**src/sv/snz_pkg.sv**
```systemverilog
// shared constants, request codes and gradient helper for the simplex noise evaluator
package snz_pkg;

  // permutation table geometry
  localparam int TABLE_SIZE    = 256;
  localparam int AW            = 8;
  localparam int FRAC_BITS_DEF = 16;

  // corner offsets are Q.24 taken modulo 2^XW (true values stay well inside)
  localparam int XW  = 28;
  localparam int DW  = XW + 2;   // gradient dot product
  localparam int CW  = 56;       // one corner contribution, Q.48
  localparam int TW  = CW + 2;   // radial term before the sign test
  localparam int SW  = CW + 2;   // sum of four corners
  localparam int SCW = SW + 7;   // scaled sum
  localparam int OW  = 18;       // result width

  localparam logic signed [XW-1:0] ONE_Q24       = 28'sd16777216;
  localparam logic signed [23:0]   SKEW2_Q24     = 24'sd6140887;
  localparam logic signed [XW-1:0] UNSKEW2_Q24   = 28'sd3545443;
  localparam logic signed [XW-1:0] UNSKEW2X2_Q24 = 28'sd7090886;
  localparam logic signed [XW-1:0] UNSKEW3_Q24   = 28'sd2796203;
  localparam logic signed [XW-1:0] UNSKEW3X2_Q24 = 28'sd5592405;
  localparam logic signed [XW-1:0] UNSKEW3X3_Q24 = 28'sd8388608;
  localparam logic signed [CW-1:0] RAD2_Q48      = {8'd0, 24'd8388608, 24'd0};
  localparam logic signed [CW-1:0] RAD3_Q48      = {8'd0, 24'd10066330, 24'd0};
  localparam logic [31:0]          DIV3_MAGIC    = 32'hAAAAAAAB;
  localparam logic signed [OW-1:0] OUT_MAX       = 18'sd65536;

  typedef enum logic [1:0] {
    REQ_LOAD  = 2'd0,
    REQ_EVAL2 = 2'd1,
    REQ_EVAL3 = 2'd2,
    REQ_NONE  = 2'd3
  } req_t;

  // dot product of offset with gradient (hash mod 12)
  function automatic logic signed [DW-1:0] grad_dot(input logic [AW-1:0] h,
                                                    input logic signed [XW-1:0] dx,
                                                    input logic signed [XW-1:0] dy,
                                                    input logic signed [XW-1:0] dz);
    logic [15:0]           prod;
    logic [4:0]            q;
    logic [7:0]            r;
    logic signed [DW-1:0]  pa;
    logic signed [DW-1:0]  pb;
    prod = 16'(h) * 16'd171;
    q    = prod[15:11];
    r    = h - ({q, 3'b000} + {1'b0, q, 2'b00});
    case (r[3:2])
      2'd0: begin
        pa = DW'(dx);
        pb = DW'(dy);
      end
      2'd1: begin
        pa = DW'(dx);
        pb = DW'(dz);
      end
      default: begin
        pa = DW'(dy);
        pb = DW'(dz);
      end
    endcase
    return (r[0] ? -pa : pa) + (r[1] ? -pb : pb);
  endfunction

endpackage

```
**src/sv/snz_perm_ram.sv**
```systemverilog
// permutation table copy: one write port, two registered read ports
module snz_perm_ram import snz_pkg::*; (
  input  logic          clk,
  input  logic          we,
  input  logic [AW-1:0] waddr,
  input  logic [7:0]    wdata,
  input  logic [AW-1:0] raddr_a,
  input  logic [AW-1:0] raddr_b,
  output logic [7:0]    rdata_a,
  output logic [7:0]    rdata_b
);

  logic [7:0] mem [TABLE_SIZE];
  logic [7:0] rdata_a_r;
  logic [7:0] rdata_b_r;

  // table write
  always_ff @(posedge clk) begin
    if (we) begin
      mem[waddr] <= wdata;
    end
  end

  // registered reads
  always_ff @(posedge clk) begin
    rdata_a_r <= mem[raddr_a];
    rdata_b_r <= mem[raddr_b];
  end

  assign rdata_a = rdata_a_r;
  assign rdata_b = rdata_b_r;

endmodule

```
**config.mk**
```make
export PLATFORM = sky130hd
export DESIGN_NAME = snz_perm_ram
export DESIGN_NICKNAME = d
export VERILOG_FILES = /design/src/sv/snz_pkg.sv /design/src/sv/snz_perm_ram.sv
export SDC_FILE = /design/constraint.sdc
export NUM_CORES = 2
export LEC_CHECK = 0
export CAP_MARGIN = 20
export CORE_UTILIZATION = 50
export DETAILED_ROUTE_END_ITERATION = 10
export DONT_BUFFER_PORTS = 1
export SLEW_MARGIN = 10
export SYNTH_ARGS = -nofsm -noshare
export SYNTH_HDL_FRONTEND = slang
export SYNTH_SLANG_ARGS = --single-unit
```
**constraint.sdc**
```tcl
create_clock -name clk -period 4.74 [get_ports clk]
set_clock_uncertainty 0.05 [all_clocks]
set_input_delay 0.711 -clock clk [delete_from_list [all_inputs] [get_ports clk]]
set_output_delay 0.711 -clock clk [all_outputs]
set_load 0.01 [all_outputs]
```
==> results by group <==
Route
  • DR DRC count: 0
  • WL final: 310000 µm
  • WL per Instance: around 40 µm
  • Initial DRT Pass Iterations: 5
  • Via count: 54600
  • ANT nets after route: 0
  • Routed vias/inst: roughly 7.1
  • 1st-iter DRT viols: ~8200

Timing
  • Fin crit period: ~4.6 ns
  • FMAX: between 200 and 250 MHz
  • Hold Fails Final Rpt: 0
  • Tightest Pin Transition: 1.73 ns
  • Setup ws final: ~0.19 ns
  • Max-slew violations: 300
  • Total negative setup slack: 0 ns
  • RSZ-0062 raised after global routing: false
  • # setup viols final: 0
  • Period utilization: between 90% and 100%
  • Final Hold Slack: approximately 0.1 ns
  • Relative slew margins: -15.2%

Setup path
  • Critical path arrival: 5.19 ns
  • Critical path endpoint category: flip-flop
  • CP endpoint: rdata_a[6]$_DFF_P_
  • Worst Path Required: 5.38 ns
  • Worst path depth: 9
  • Worst R2R End: rdata_a[6]$_DFF_P_
  • Reg2Reg Setup Slack: about 1.7 ns
  • Crit. Startpoint: raddr_a[0]
  • CP delay by family, top: buffers and inverters
  • Critical path's most frequent cell: buf_16
  • Critical path class: in2reg
  • CP startpoint kind: input pin
  • Worst r2r src: mem[231][6]$_DFFE_PP_
  • CP peak stage delay: between 0.6 and 0.7 ns
  • Buffers and inverters on the worst path: 3
  • FF-to-FF path depth: 6
  • CP Cell Sequence: buf_16 > buf_16 > buf_16 > mux4_2 > mux4_2 > mux2i_1 > o21ai_1 > o22ai_1 > nor3_1
  • Worst-path maximum fanout: between 90 and 100
  • Critical Path Slowest Stage Cell: o22ai_1

Floorplan
  • Die ar.: just under 200000 µm²
  • Die X: between 400 and 500 µm
  • Chip Height: 442 µm
  • Core region area: 193000 µm²
  • Initial Util: 50.4%
  • Row count: between 150 and 200
  • Num ports: 50

CTS
  • Clock transition at path regs: roughly 0.070 ns
  • Clk buf depth: 3
  • Worst-skew pair later-pin latency: ~0.9 ns
  • Clock net sink count: 2064
  • Cts repair resizes: 0
  • H-tree depth: 4
  • Clock Tree Root: clkbuf_16
  • CTS Buf Count: approximately 220
  • TritonCTS clock tree: yes

Logic synthesis
  • Synth Flop Type: edfxtp_1
  • Register area share after synthesis: 63.7%
  • Syn avg cell area: approximately 20 µm²
  • Synth Warn #: 0
  • Yosys cell types: 65
  • Synth Register Bits: 2064
  • Synthesized area: between 90000 and 100000 µm²
  • Post-synth ARST share: 0%
  • Mapped Cells: just under 5000
  • Syn_nets: 4881
  • Number of synthesized flops with an enable pin: 2048

Layout
  • Share of layout cells above drive strength 1: about a third
  • Fin nets: about 5000
  • Most common cell after layout, fill and taps aside: edfxtp_1
  • Number of fill cells: about 15000
  • Final core utilization: between 50% and 60%
  • Leading cell types in the layout, fill and taps excluded: edfxtp_1 (2048), mux4_2 (1051), nor2_1 (298), buf_4 (245), mux2i_1 (236)
  • Area Growth Syn to Fin: 10.5%

Place
  • Hpwl dp: between 150000 and 200000 µm
  • Final weighted congestion in routability-driven placement: just under 0.9
  • Port bufs: 0
  • Pre-CTS WS: 0.747 ns

Global route
  • First-pass GRT wire length: approximately 430000 µm
  • Largest net degree at the start of global routing: 555
  • Gr ovfl total: 0
  • Vias in the first global route: roughly 54000
  • Total GRT Usage: 31.6%
  • Initial antenna violation count: 12

Worst hold path
  • Worst Hold Class: in2reg

Job
  • Max-Cap Viols: 0

Run status
  • Status: finished with violations
  • Failing checks: max-slew violations

Pwr
  • VDD IR max: roughly 400 µV
  • PwrDens: around 370 nW/µm²
  • Leak: 33.5 nW
  • Final Total Pwr: a little under 40 mW
## cells in the mapped netlist, types with 38 or more instances
cell type,n,share of area (%)
edfxtp_1,2048,63
clkbuf_1,137,0.53
nand2_1,114,0.44
a22oi_1,62,0.48
mux2_2,38,0.44
a21oi_1,79,0.41
buf_4,42,0.33
buf_2,104,0.54
mux2i_1,236,2.4
nor2_1,298,1.2
mux4_2,1051,24
nand3_1,52,0.27
o221ai_1,65,0.59
o22ai_1,48,0.31
buf_6,44,0.51
## repair_timing
action	CTS	global route
hold buffers	28	0
buffers inserted	0	0
endpoints found under the hold margin	516	0
setup endpoints to repair	0	10
## flip-flops by register name, summed over array words and instances (netlist names)
register / cells
mem: 2048
rdata_a: 8
rdata_b: 8
## layer usage
metal | global-route usage [%] | up-vias | share of wire [%] | routed length (µm)
li1 | - | 21300 | - | -
met1 | 44.4 | 29500 | 38 | 119000
met2 | 48.3 | 3251 | 47 | 145000
met3 | 6.93 | 518 | 11 | 32900
met4 | 12.8 | 2 | 4.5 | 13800
met5 | 0 | - | 0.0042 | 13
## layout make-up
| cell class | count | area [µm²] | area share, % |
|---|---|---|---|
| antenna | 8 | 20.0 | 0.0187 |
| sequential | 2064 | 61800 | 57.7 |
| inverter | 6 | 26.3 | 0.0245 |
| multi-input combinational | 2382 | 32600 | 30.4 |
| clock inverter | 139 | 1140 | 1.06 |
| tap | 2526 | 3160 | 2.95 |
| timing repair buffer | 295 | 2770 | 2.59 |
| clock buffer | 272 | 5710 | 5.33 |
## where the power goes
group / leakage [nW] / internal (mW) / switching, mW
clock network: 3.36 / 9.34 / 7.33
logic: 11.6 / 1.29 / 1.49
registers: 18.5 / 20.1 / 0.0978
## worst reg2reg max path, delay by kind of cell (launching register included)
family,cells,cell delay [ns]
DFF,1,0.39
AOI/OAI and AO/OA,2,0.90
muxes,3,1.29
and+or+nand+nor,1,0.23
## per-stage QoR
step,std cells,cell area (µm²)
finish,7692,107000
global route,7685,107000
CTS,7666,107000
detailed placement,7227,99500
global placement,7224,99400
floorplan,4847,97000
## logic make-up (layout without fill, tap and decap cells)
kind of cell           after synthesis  count (layout)  share of synthesized area (%)
AO/OA/AOI/OAI                      466             466                           3.54
buffers and inverters              401             712                           2.73
flip-flops                        2064            2064                           63.7
multiplexers                      1325            1325                           27.3
other                                0               8                              0
AND/OR/NAND/NOR                    591             591                           2.70
## worst min path at each step
| stage | start | to | slack, ns | depth (start not counted) |
|---|---|---|---|---|
| finish | wdata[6] | mem[0][6]$_DFFE_PP_ | 0.10 | 1 |
| global route | wdata[3] | mem[201][3]$_DFFE_PP_ | 0.01 | 0 |
| CTS | wdata[4] | mem[137][4]$_DFFE_PP_ | 0.001 | 0 |
| detailed placement | wdata[4] | mem[154][4]$_DFFE_PP_ | 0.79 | 0 |
| global placement | wdata[4] | mem[154][4]$_DFFE_PP_ | 0.79 | 0 |
| floorplan | wdata[0] | mem[0][0]$_DFFE_PP_ | 0.76 | 0 |
No activity file was read; power rests on OpenSTA's default activity.
